File: src/hw/rtl/hfa_pkg.sv
`default_nettype none
// ----------------------------------------------------------------------------
// Half-fit allocator package
// Shared sizes, codes, command and status types, and bucket helper functions.
// ----------------------------------------------------------------------------
package hfa_pkg;

    localparam int POOL_CHUNKS  = 1024;
    localparam int BUCKET_COUNT = 11;
    localparam int CH_W         = 10;
    localparam int SIZE_W       = 11;
    localparam int LINK_W       = 11;
    localparam int BKT_W        = $clog2(BUCKET_COUNT);
    localparam int START_W      = 4;
    localparam int MEM_DEPTH    = 2 ** CH_W;

    localparam logic [14:0]       MAX_PAYLOAD = 15'd32763;
    localparam logic [SIZE_W-1:0] POOL_SIZE   = SIZE_W'(POOL_CHUNKS);

    typedef enum logic [1:0] {
        RES_OK       = 2'd0,
        RES_TOO_BIG  = 2'd1,
        RES_NO_FIT   = 2'd2
    } res_status_t;

    typedef enum logic [4:0] {
        OP_NONE,
        OP_CLEAR,
        OP_IDLE,
        OP_DECODE,
        OP_A_HDR,
        OP_UNL1,
        OP_UNL2,
        OP_SPLIT_G,
        OP_SPLIT_NX,
        OP_SPLIT_H,
        OP_SET_ALLOC,
        OP_FILE1,
        OP_FILE2,
        OP_F_HDR,
        OP_F_X,
        OP_F_P,
        OP_FSET,
        OP_LRD_X,
        OP_LRD_P,
        OP_NMERGE1,
        OP_NMERGE2,
        OP_NMERGE3,
        OP_PMERGE1,
        OP_PMERGE2,
        OP_PMERGE3,
        OP_RESULT
    } dp_op_t;

    typedef enum logic [5:0] {
        S_CLEAR,
        S_IDLE,
        S_DECODE,
        S_A_HDR,
        S_A_UL1,
        S_A_UL2,
        S_A_SPG,
        S_A_SPNX,
        S_A_SPH,
        S_A_EXACT,
        S_F_HDR,
        S_F_X,
        S_F_P,
        S_F_SEL,
        S_N_LRD,
        S_N_UL1,
        S_N_UL2,
        S_N_M1,
        S_N_M2,
        S_N_M3,
        S_P_LRD,
        S_P_UL1,
        S_P_UL2,
        S_P_M1,
        S_P_M2,
        S_P_M3,
        S_F_SET,
        S_FILE1,
        S_FILE2,
        S_RES_OK,
        S_RES_ZERO,
        S_RES_BIG,
        S_RES_NOFIT
    } hfa_state_t;

    typedef struct packed {
        dp_op_t      op;
        res_status_t res_status;
        logic        res_addr;
    } hfa_cmd_t;

    typedef struct packed {
        logic clr_done;
        logic is_free;
        logic too_big;
        logic found;
        logic bad_addr;
        logic fits;
        logic split;
        logic blk_alloc;
        logic nf;
        logic pf;
        logic out_free;
    } hfa_stat_t;

    // Bucket of a block size: floor(log2(size)), limited to the top bucket.
    function automatic logic [BKT_W-1:0] bucket_of(input logic [SIZE_W-1:0] size);
        int lg;
        lg = 0;
        for (int k = 1; k < SIZE_W; k++) begin
            if (size[k]) begin
                lg = k;
            end
        end
        if (lg > BUCKET_COUNT - 1) begin
            lg = BUCKET_COUNT - 1;
        end
        return BKT_W'(lg);
    endfunction

    // Number of significant bits of a chunk count.
    function automatic logic [START_W-1:0] bit_len(input logic [CH_W-1:0] t);
        int lg;
        lg = 0;
        for (int k = 0; k < CH_W; k++) begin
            if (t[k]) begin
                lg = k + 1;
            end
        end
        return START_W'(lg);
    endfunction

endpackage
`default_nettype wire

File: src/hw/rtl/hfa_ctrl.sv
`default_nettype none
// ----------------------------------------------------------------------------
// Half-fit allocator controller
// Sequences the header and link memory steps of an allocate or a free.
// ----------------------------------------------------------------------------
module hfa_ctrl
    import hfa_pkg::*;
(
    input  wire logic      aclk,
    input  wire logic      aresetn,
    input  wire logic      s_valid,
    output logic           s_ready,
    input  wire hfa_stat_t stat,
    output hfa_cmd_t       cmd
);

    hfa_state_t state_reg;
    hfa_state_t state_next;

    always_ff @(posedge aclk) begin
        if (!aresetn) begin
            state_reg <= S_CLEAR;
        end else begin
            state_reg <= state_next;
        end
    end

    always_comb begin
        state_next = state_reg;
        case (state_reg)
            S_CLEAR:   if (stat.clr_done) state_next = S_IDLE;
            S_IDLE:    if (s_valid) state_next = S_DECODE;
            S_DECODE: begin
                if (stat.is_free) begin
                    state_next = stat.bad_addr ? S_RES_ZERO : S_F_HDR;
                end else if (stat.too_big) begin
                    state_next = S_RES_BIG;
                end else if (!stat.found) begin
                    state_next = S_RES_NOFIT;
                end else begin
                    state_next = S_A_HDR;
                end
            end
            S_A_HDR:   state_next = stat.fits ? S_A_UL1 : S_RES_NOFIT;
            S_A_UL1:   state_next = S_A_UL2;
            S_A_UL2:   state_next = stat.split ? S_A_SPG : S_A_EXACT;
            S_A_SPG:   state_next = S_A_SPNX;
            S_A_SPNX:  state_next = S_A_SPH;
            S_A_SPH:   state_next = S_FILE1;
            S_A_EXACT: state_next = S_RES_OK;
            S_F_HDR:   state_next = stat.blk_alloc ? S_F_X : S_RES_ZERO;
            S_F_X:     state_next = S_F_P;
            S_F_P:     state_next = S_F_SEL;
            S_F_SEL: begin
                if (stat.nf) begin
                    state_next = S_N_LRD;
                end else if (stat.pf) begin
                    state_next = S_P_LRD;
                end else begin
                    state_next = S_F_SET;
                end
            end
            S_N_LRD:   state_next = S_N_UL1;
            S_N_UL1:   state_next = S_N_UL2;
            S_N_UL2:   state_next = S_N_M1;
            S_N_M1:    state_next = S_N_M2;
            S_N_M2:    state_next = S_N_M3;
            S_N_M3:    state_next = stat.pf ? S_P_LRD : S_F_SET;
            S_P_LRD:   state_next = S_P_UL1;
            S_P_UL1:   state_next = S_P_UL2;
            S_P_UL2:   state_next = S_P_M1;
            S_P_M1:    state_next = S_P_M2;
            S_P_M2:    state_next = S_P_M3;
            S_P_M3:    state_next = S_F_SET;
            S_F_SET:   state_next = S_FILE1;
            S_FILE1:   state_next = S_FILE2;
            S_FILE2:   state_next = stat.is_free ? S_RES_ZERO : S_RES_OK;
            S_RES_OK, S_RES_ZERO, S_RES_BIG, S_RES_NOFIT: begin
                if (stat.out_free) state_next = S_IDLE;
            end
            default:   state_next = S_CLEAR;
        endcase
    end

    always_comb begin
        cmd = '{op: OP_NONE, res_status: RES_OK, res_addr: 1'b0};
        s_ready = 1'b0;
        case (state_reg)
            S_CLEAR:   cmd.op = OP_CLEAR;
            S_IDLE: begin
                cmd.op  = OP_IDLE;
                s_ready = 1'b1;
            end
            S_DECODE:  cmd.op = OP_DECODE;
            S_A_HDR:   cmd.op = OP_A_HDR;
            S_A_UL1, S_N_UL1, S_P_UL1: cmd.op = OP_UNL1;
            S_A_UL2, S_N_UL2, S_P_UL2: cmd.op = OP_UNL2;
            S_A_SPG:   cmd.op = OP_SPLIT_G;
            S_A_SPNX:  cmd.op = OP_SPLIT_NX;
            S_A_SPH:   cmd.op = OP_SPLIT_H;
            S_A_EXACT: cmd.op = OP_SET_ALLOC;
            S_F_HDR:   cmd.op = OP_F_HDR;
            S_F_X:     cmd.op = OP_F_X;
            S_F_P:     cmd.op = OP_F_P;
            S_F_SEL:   cmd.op = OP_NONE;
            S_N_LRD:   cmd.op = OP_LRD_X;
            S_N_M1:    cmd.op = OP_NMERGE1;
            S_N_M2:    cmd.op = OP_NMERGE2;
            S_N_M3:    cmd.op = OP_NMERGE3;
            S_P_LRD:   cmd.op = OP_LRD_P;
            S_P_M1:    cmd.op = OP_PMERGE1;
            S_P_M2:    cmd.op = OP_PMERGE2;
            S_P_M3:    cmd.op = OP_PMERGE3;
            S_F_SET:   cmd.op = OP_FSET;
            S_FILE1:   cmd.op = OP_FILE1;
            S_FILE2:   cmd.op = OP_FILE2;
            S_RES_OK: begin
                cmd.op       = OP_RESULT;
                cmd.res_addr = 1'b1;
            end
            S_RES_ZERO: cmd.op = OP_RESULT;
            S_RES_BIG: begin
                cmd.op         = OP_RESULT;
                cmd.res_status = RES_TOO_BIG;
            end
            S_RES_NOFIT: begin
                cmd.op         = OP_RESULT;
                cmd.res_status = RES_NO_FIT;
            end
            default:   cmd.op = OP_NONE;
        endcase
    end

endmodule
`default_nettype wire

File: config.mk
export PLATFORM = sky130hd
export DESIGN_NAME = hfa_ctrl
export DESIGN_NICKNAME = d
export VERILOG_FILES = /design/src/hw/rtl/hfa_pkg.sv /design/src/hw/rtl/hfa_ctrl.sv
export SDC_FILE = /design/constraint.sdc
export NUM_CORES = 1
export LEC_CHECK = 0
export BUFFER_PORTS_ARGS = -buffer_cell sky130_fd_sc_hd__buf_2
export CORE_ASPECT_RATIO = 2
export CORE_MARGIN = 2
export CORE_UTILIZATION = 35
export CTS_CLUSTER_DIAMETER = 150
export DETAILED_ROUTE_END_ITERATION = 7
export SLEW_MARGIN = 20
export SYNTH_ARGS = -nofsm -noshare
export SYNTH_HDL_FRONTEND = slang
export SYNTH_SLANG_ARGS = --single-unit
File: constraint.sdc
create_clock -name aclk -period 2.4 [get_ports aclk]
set_input_delay 0.36 -clock aclk [delete_from_list [all_inputs] [get_ports aclk]]
set_output_delay 0.36 -clock aclk [all_outputs]
set_load 0.02 [all_outputs]
# Yosys cells after proc, flatten, opt, wreduce, memory -nomap -nowiden

Cells that the tools add are included.
W data, S select, Z words.

Memories: 0
Logic and storage cells: 60
RAM bits: 0
Register bits after elaboration: 6
Input port bits: 14
Bits in read-only memories: 0
Bits in latches: 0
Output and inout bits: 9

Add/sub/neg operators: 0
Reductions and logical operators: 6
Bitwise gates (word level): 0
Order comparisons: 0
Eq/ne operators: 35
Div/mod/pow operators: 0
Multipliers: 0
Mux-type cells: 18
Shifts and indexed selects: 0

Operators with widths:

| kind                 | number |
|---|---|
| $pmux W6 S29         | 1 |
| $pmux W5 S25         | 1 |
| $eq A6 B5 Y1 const B | 16 |
| $eq A6 B4 Y1 const B | 8 |
| $mux W6              | 7 |
| $eq A6 B3 Y1 const B | 4 |
| $mux W5              | 3 |
| $eq A6 B2 Y1 const B | 2 |
| $mux W4              | 2 |
| $eq A6 B1 Y1 const B | 1 |
| $eq A6 B6 Y1 const B | 1 |
| $logic_not A6 Y1     | 1 |
| $reduce_or A3 Y1     | 2 |
| $ne A2 B2 Y1 const B | 2 |
| $pmux W2 S2          | 1 |
| $reduce_or A4 Y1     | 1 |
| $reduce_and A3 Y1    | 1 |
| $mux W1              | 2 |
| $mux W2              | 1 |
| $ne A2 B1 Y1 const B | 1 |
| $reduce_or A2 Y1     | 1 |

# Depth between registers and ports, before layout

Gate-level depths: netlist of the first run.

Depth in word-level cells: 4
Mapped depth: 8

# Worst setup path before layout of the first run

Ideal clock, no wire load.

Path kind: register to output
Start: reg state_reg[3]
End: out cmd[7] (netlist bit)
Setup slack: 0.376 ns
Buffers on the path: 3
Required time: 2.040 ns
Stages on the path, launching flop included: 9
Data arrival time: 1.664 ns
Cell sequence: dfxtp_1 > buf_4 > buf_2 > buf_2 > xor2_1 > nand2_1 > o21ai_0 > a21oi_1 > o31ai_1

RTL lines:

| what                   | RTL line       | source |
|---|---|---|
| from (decl)            | hfa_ctrl.sv:17 | `hfa_state_t state_reg;` |
| from (signal assigned) | hfa_ctrl.sv:24 | `state_reg <= state_next;` |
| to (decl)              | hfa_ctrl.sv:14 | `output hfa_cmd_t cmd` |

==> impl_metrics.env, run 1 <==
export IMPL_p_seq_frac=0.166
export IMPL_cts_tree="done"
export IMPL_p_leak_nw=0.554
export IMPL_clk_pin_slew_ns=0.03
export IMPL_async_flop_share=0
export IMPL_largest_reg_flops=6
export IMPL_synth_edf_count=0
export IMPL_drt_pre_antenna_iters=4
export IMPL_syn_num_nets=188
export IMPL_hp_class="in2reg"
export IMPL_hold_ws_ns=0.427
export IMPL_arrival_ns=1.94
export IMPL_drc=0
export IMPL_p_clk_frac=0.081
export IMPL_irDropWorstVdd_mv=1.03
export IMPL_critPathRequiredTime_ns=2.04
export IMPL_synth_cell_types=54
export IMPL_maxCapViolCount=0
export IMPL_routedWlPerCell_um=17.2
export IMPL_synth_most_common_cell="nor2_1"
export IMPL_io_buffers=22
export IMPL_pin_count=23
export IMPL_fin_skew_ns=0.000197
export IMPL_ys_ff_latch=6
export IMPL_synth_commonest_cells="nor2_1, nand2_1, a21oi_1, o21ai_0, buf_2"
export IMPL_powerDensity_nw_per_um2=1320
export IMPL_busiest_layer="met2"
export IMPL_layout_drive_gt1_share=0.230
export IMPL_cts_buffer_depth=2
export IMPL_dieArea_um2=3780
export IMPL_max_slew_worst_pin_slew_ns=0.667
export IMPL_cts_buffers=3
export IMPL_gp_congestion=0.977
export IMPL_area_growth_pct=16.9
export IMPL_first_iter_violations=77
export IMPL_diodes=0
export IMPL_syn_inst=174
export IMPL_grt_max_degree=23
export IMPL_die_height_um=85.0
export IMPL_fin_crit_sh=0.958
export IMPL_start_util=0.364
export IMPL_ys_flop_type="dfxtp_1"
export IMPL_setup_viol=0
export IMPL_clock_latency_ns=0.22
export IMPL_clock_fmax_mhz=435
export IMPL_internal_power_uw=817
export IMPL_dp_hpwl_mm=3.06
export IMPL_hold_violations=0
export IMPL_endpoint_kind="primary output"
export IMPL_htreeDepth=1
export IMPL_start_kind="register"
export IMPL_post_cts_setup_buffers=0
export IMPL_grtUsageTotal=0.214
export IMPL_coreArea_um2=3160
export IMPL_viasPerCell=6.42
export IMPL_antenna_found_initial=0
export IMPL_seq_area_frac_synth=0.105
export IMPL_syn_area_per_cell_um2=6.60
export IMPL_rsz0062_at_grt="no"
export IMPL_path_class="reg2out"
export IMPL_dr_total_vias=1458
export IMPL_layout_nets=212
export IMPL_die_w_um=44.5
export IMPL_power_frac_comb=0.753
export IMPL_grt_util_met3=0.0213
export IMPL_fin_ws_ns=0.101
export IMPL_wirelength_mm=3.90
export IMPL_fin_crit_ns=2.30
export IMPL_maxSlewViolCount=0
export IMPL_synth_warnings=0
export IMPL_clockRootBuffer="clkbuf_8"
export IMPL_use_met2=0.350
export IMPL_crit_fanout=22
export IMPL_ant_nets=0
export IMPL_netlist_area_leader_share=0.105
export IMPL_place_ws_ns=0.290
export IMPL_setup_tns_ns=0
export IMPL_totalPowerFinal_mw=1.77
export IMPL_grt_ovfl_total=0
export IMPL_switching_share=0.540
export IMPL_grt_pass1_wl_mm=6.29
export IMPL_fp_row_count=29
export IMPL_status="completed"
export IMPL_synthTopCellsByArea="dfxtp_1, nor2_1, nand2_1"
export IMPL_cts_sinks=6
export IMPL_p_sw_uw=957
export IMPL_netlist_area_um2=1150
export IMPL_yosys_area_top_type="dfxtp_1"
export IMPL_grt_pass1_vias=1375
export IMPL_grt_util_met1=0.249
export IMPL_maxSlewHeadroom=0.555
-- final cells by class --
class	instances	area [um^2]
inverters	2	7.51
well taps	31	38.8
repair buffers	35	208
multi-input cells	150	926
fillers	355	1810
clock buffers	3	41.3
flip-flops and latches	6	121
-- per-stage QoR --
| stage | instance area (um^2) | cells | utilization |
|---|---|---|---|
| 2_1_floorplan | 1150 | 174 | - |
| 3_3_place_gp | 1300 | 224 | 0.412 |
| 3_5_place_dp | 1300 | 224 | 0.412 |
| 4_1_cts | 1340 | 227 | 0.425 |
| 5_1_grt | 1340 | 227 | 0.425 |
| 6_report | 1340 | 227 | 0.425 |
-- cells in the final DEF (no fill, tap or decap), types with 2 or more instances in the layout --
master	instances
buf_2	22
nor2_1	18
nand2_1	16
buf_4	13
o21ai_0	11
a21oi_1	11
nor2b_1	8
nand2b_1	6
nor3_1	6
and3_1	5
o21ai_1	5
a31oi_1	5
nand3_1	5
dfxtp_1	5
or2b_1	4
nand4b_1	3
mux2i_1	3
o31a_1	3
o211ai_1	3
clkbuf_8	3
inv_1	2
or2_2	2
a21boi_0	2
o21bai_1	2
nor4b_1	2
and2b_1	2
nand4_1	2
-- cell families (layout without fill, tap and decap cells) --
group           Yosys count  after routing  synth area share
xor+xnor                  1              1           0.00763
flops                     6              6             0.105
buf+inv                  18             40            0.0893
simple gates             85             85             0.409
compound gates           61             61             0.364
mux                       3              3            0.0261
-- path summary, 6_finish.rpt --
kind	start	end	slack [ns]	cells past startpoint
min	aresetn	state_reg[3]	0.43	2
min reg2reg	state_reg[5]	state_reg[5]	0.81	3
max reg2reg	state_reg[2]	state_reg[1]	0.26	6
max	state_reg[2]	cmd[5]	0.10	4
-- metal layers --
layer,vias to the layer above,part of all wire
met1,680,0.38
li1,694,-
met3,22,0.042
met5,-,0
met2,62,0.52
met4,0,0.065
-- power groups by stage --
| stage | logic (mW) | registers [mW] | clock network (mW) |
|---|---|---|---|
| floorplan | 1.08 | 0.166 | 0 |
| global placement | 1.32 | 0.291 | 0 |
| detailed placement | 1.32 | 0.286 | 0 |
| CTS | 1.32 | 0.284 | 0.149 |
| global route | 1.47 | 0.302 | 0.157 |
| finish | 1.34 | 0.295 | 0.144 |
-- timing repair --
item,4_1_cts,5_1_grt
endpoints found under the setup margin,0,4
gates resized for setup,0,1
hold buffers,0,0
-- critical path: stages, from the launching register on --
cell,delay [ns]
dfxtp_1,0.74
or2b_1,0.36
a221o_1,0.36
nor2_1,0.09
buf_2,0.17
(Power assumes the default switching activity.)
==> run 2, diff against run 1 <==
--- a/config.mk
+++ b/config.mk
@@ -5,12 +5,12 @@
 export SDC_FILE = /design/constraint.sdc
 export NUM_CORES = 1
 export LEC_CHECK = 0
-export BUFFER_PORTS_ARGS = -buffer_cell sky130_fd_sc_hd__buf_2
 export CORE_ASPECT_RATIO = 2
-export CORE_MARGIN = 2
+export CORE_MARGIN = 5
 export CORE_UTILIZATION = 35
 export CTS_CLUSTER_DIAMETER = 150
 export DETAILED_ROUTE_END_ITERATION = 7
+export DONT_BUFFER_PORTS = 1
 export SLEW_MARGIN = 20
 export SYNTH_ARGS = -nofsm -noshare
 export SYNTH_HDL_FRONTEND = slang
==> run 2 against run 1 <==
  * Via count decreased by 5.0%
  * Utilization fell by 2.5 points
  * Combinational power hardly changed
  * Flip-flop and latch count unchanged
  * Register-to-register slack improved by 0.11 ns
  * Non-clock buffer count down 19
  * Clock-buffer cell count unchanged
  * Wire length grew 6.3%
  * Critical path depth up 1
  * Critical path type unchanged
  * Largest cell class unchanged
  * Largest power group unchanged
==> impl_metrics.env, run 2 (synthesis results as in run 1) <==
export IMPL_fillers=342
export IMPL_start_kind="register"
export IMPL_cts_hold_buf=0
export IMPL_clock_latency_ns=0.23
export IMPL_drc=0
export IMPL_slowest_delay_ns=0.42
export IMPL_status="completed"
export IMPL_fin_crit_sh=0.889
export IMPL_antenna_found_initial=0
export IMPL_dr_total_vias=1385
export IMPL_clk_pin_slew_ns=0.04
export IMPL_first_iter_violations=34
export IMPL_maxSlewHeadroom=0.608
export IMPL_crit_path_cell_trace="or2_2, o21ai_0, a21oi_1, o31ai_1, buf_4"
export IMPL_fin_ws_ns=0.266
export IMPL_clock_fmax_mhz=469
export IMPL_pin_count=23
export IMPL_crit_fanout=20
export IMPL_mostFrequentLayoutCells="nor2_1, nand2_1, buf_4"
export IMPL_cts_sinks=6
export IMPL_place_ws_ns=0.189
export IMPL_maxSlewViolCount=0
export IMPL_largest_reg_flops=6
export IMPL_hold_violations=0
export IMPL_grt_max_degree=23
export IMPL_diodes=0
export IMPL_arrival_ns=1.77
export IMPL_routedWlPerCell_um=19.9
export IMPL_hp_class="in2reg"
export IMPL_wirelength_mm=4.15
export IMPL_fp_row_count=29
export IMPL_grt_pass1_vias=1369
export IMPL_grt_ovfl_total=0
export IMPL_final_common_cell="nor2_1"
export IMPL_internal_power_uw=824
export IMPL_max_slew_worst_pin_slew_ns=0.587
export IMPL_coreArea_um2=3160
export IMPL_p_leak_nw=0.476
export IMPL_area_growth_pct=10.0
export IMPL_irDropWorstVdd_mv=0.519
export IMPL_cts_tree="done"
export IMPL_fin_skew_ns=0.00755
export IMPL_cts_buffers=3
export IMPL_io_buffers=0
export IMPL_ant_nets=0
export IMPL_rsz0062_at_grt="no"
export IMPL_switching_share=0.543
export IMPL_regArea_um2=125
export IMPL_setup_viol=0
export IMPL_post_cts_setup_buffers=0
export IMPL_dieArea_um2=4600
export IMPL_cts_buffer_depth=2
export IMPL_totalPowerFinal_mw=1.80
export IMPL_p_sw_uw=978
export IMPL_powerDensity_nw_per_um2=1430
export IMPL_endpoint_kind="primary output"
export IMPL_fin_cells=208
export IMPL_die_height_um=91.0
export IMPL_clockRootBuffer="clkbuf_8"
export IMPL_drt_pre_antenna_iters=4
export IMPL_placed_area_um2=1210
export IMPL_setup_tns_ns=0
export IMPL_critPathRequiredTime_ns=2.04
export IMPL_grtUsageTotal=0.179
export IMPL_viasPerCell=6.66
export IMPL_multiInputGateArea_um2=931
export IMPL_p_clk_frac=0.088
export IMPL_finish_instance_area_um2=1260
export IMPL_cp_slowest_cell="dfxtp_2"
export IMPL_layout_drive_gt1_share=0.169
export IMPL_placed_cells=205
export IMPL_path_class="reg2out"
export IMPL_power_frac_comb=0.733
export IMPL_p_seq_frac=0.179
export IMPL_die_w_um=50.5
export IMPL_gp_congestion=0.962
export IMPL_start_util=0.364
export IMPL_layout_nets=193
export IMPL_grt_pass1_wl_mm=6.57
export IMPL_maxCapViolCount=0
export IMPL_htreeDepth=1
export IMPL_dp_hpwl_mm=3.22
export IMPL_fin_crit_ns=2.13
-- run 2: power groups by stage --
stage / logic [mW] / clock network, mW / registers (mW)
floorplan: 1.08 / 0 / 0.166
global placement: 1.31 / 0 / 0.307
detailed placement: 1.30 / 0 / 0.304
CTS: 1.31 / 0.157 / 0.303
global route: 1.45 / 0.164 / 0.334
finish: 1.32 / 0.159 / 0.323
-- run 2: what timing repair did --
item / in CTS / in global routing
endpoints found under the setup margin: 0 / 5
gates resized for setup: 0 / 5
hold endpoints to repair: 0 / 0
-- run 2: path summary, 6_finish.rpt --
kind	from	endpoint	slack [ns]	cells after the start
min reg2reg	state_reg[5]	state_reg[4]	0.79	2
max	state_reg[0]	cmd[7]	0.27	5
min	aresetn	state_reg[1]	0.25	1
max reg2reg	state_reg[3]	state_reg[1]	0.37	5
-- run 2: layer usage --
| layer | routed length (um) | vias to the layer above | track usage |
|---|---|---|---|
| li1 | - | 660 | - |
| met1 | 1430 | 646 | 0.174 |
| met2 | 2270 | 58 | 0.321 |
| met3 | 206 | 21 | 0.0377 |
| met4 | 244 | 0 | 0.115 |
| met5 | 0 | - | 0 |
-- run 2: area by class of cell --
type	instances	share of cell area
sequential	6	0.0990
inverter	2	0.00594
multi-input combinational	150	0.737
timing repair buffer	16	0.0950
tap	31	0.0307
clock buffer	3	0.0327
-- run 2: critical path, delay by kind of cell (launching register included) --
kind,cells,cell delay (ns)
AOI/OAI and AO/OA,3,0.57
and+or+nand+nor,1,0.37
DFF,1,0.42
buffers and inverters,1,0.18
-- run 2: metrics by stage --
stage | utilization | hold WS (ns)
after floorplan | - | 0.488
after global placement | 0.384 | 0.497
after detailed placement | 0.384 | 0.495
after CTS | 0.397 | 0.258
after global routing | 0.400 | 0.252
final | 0.400 | 0.246
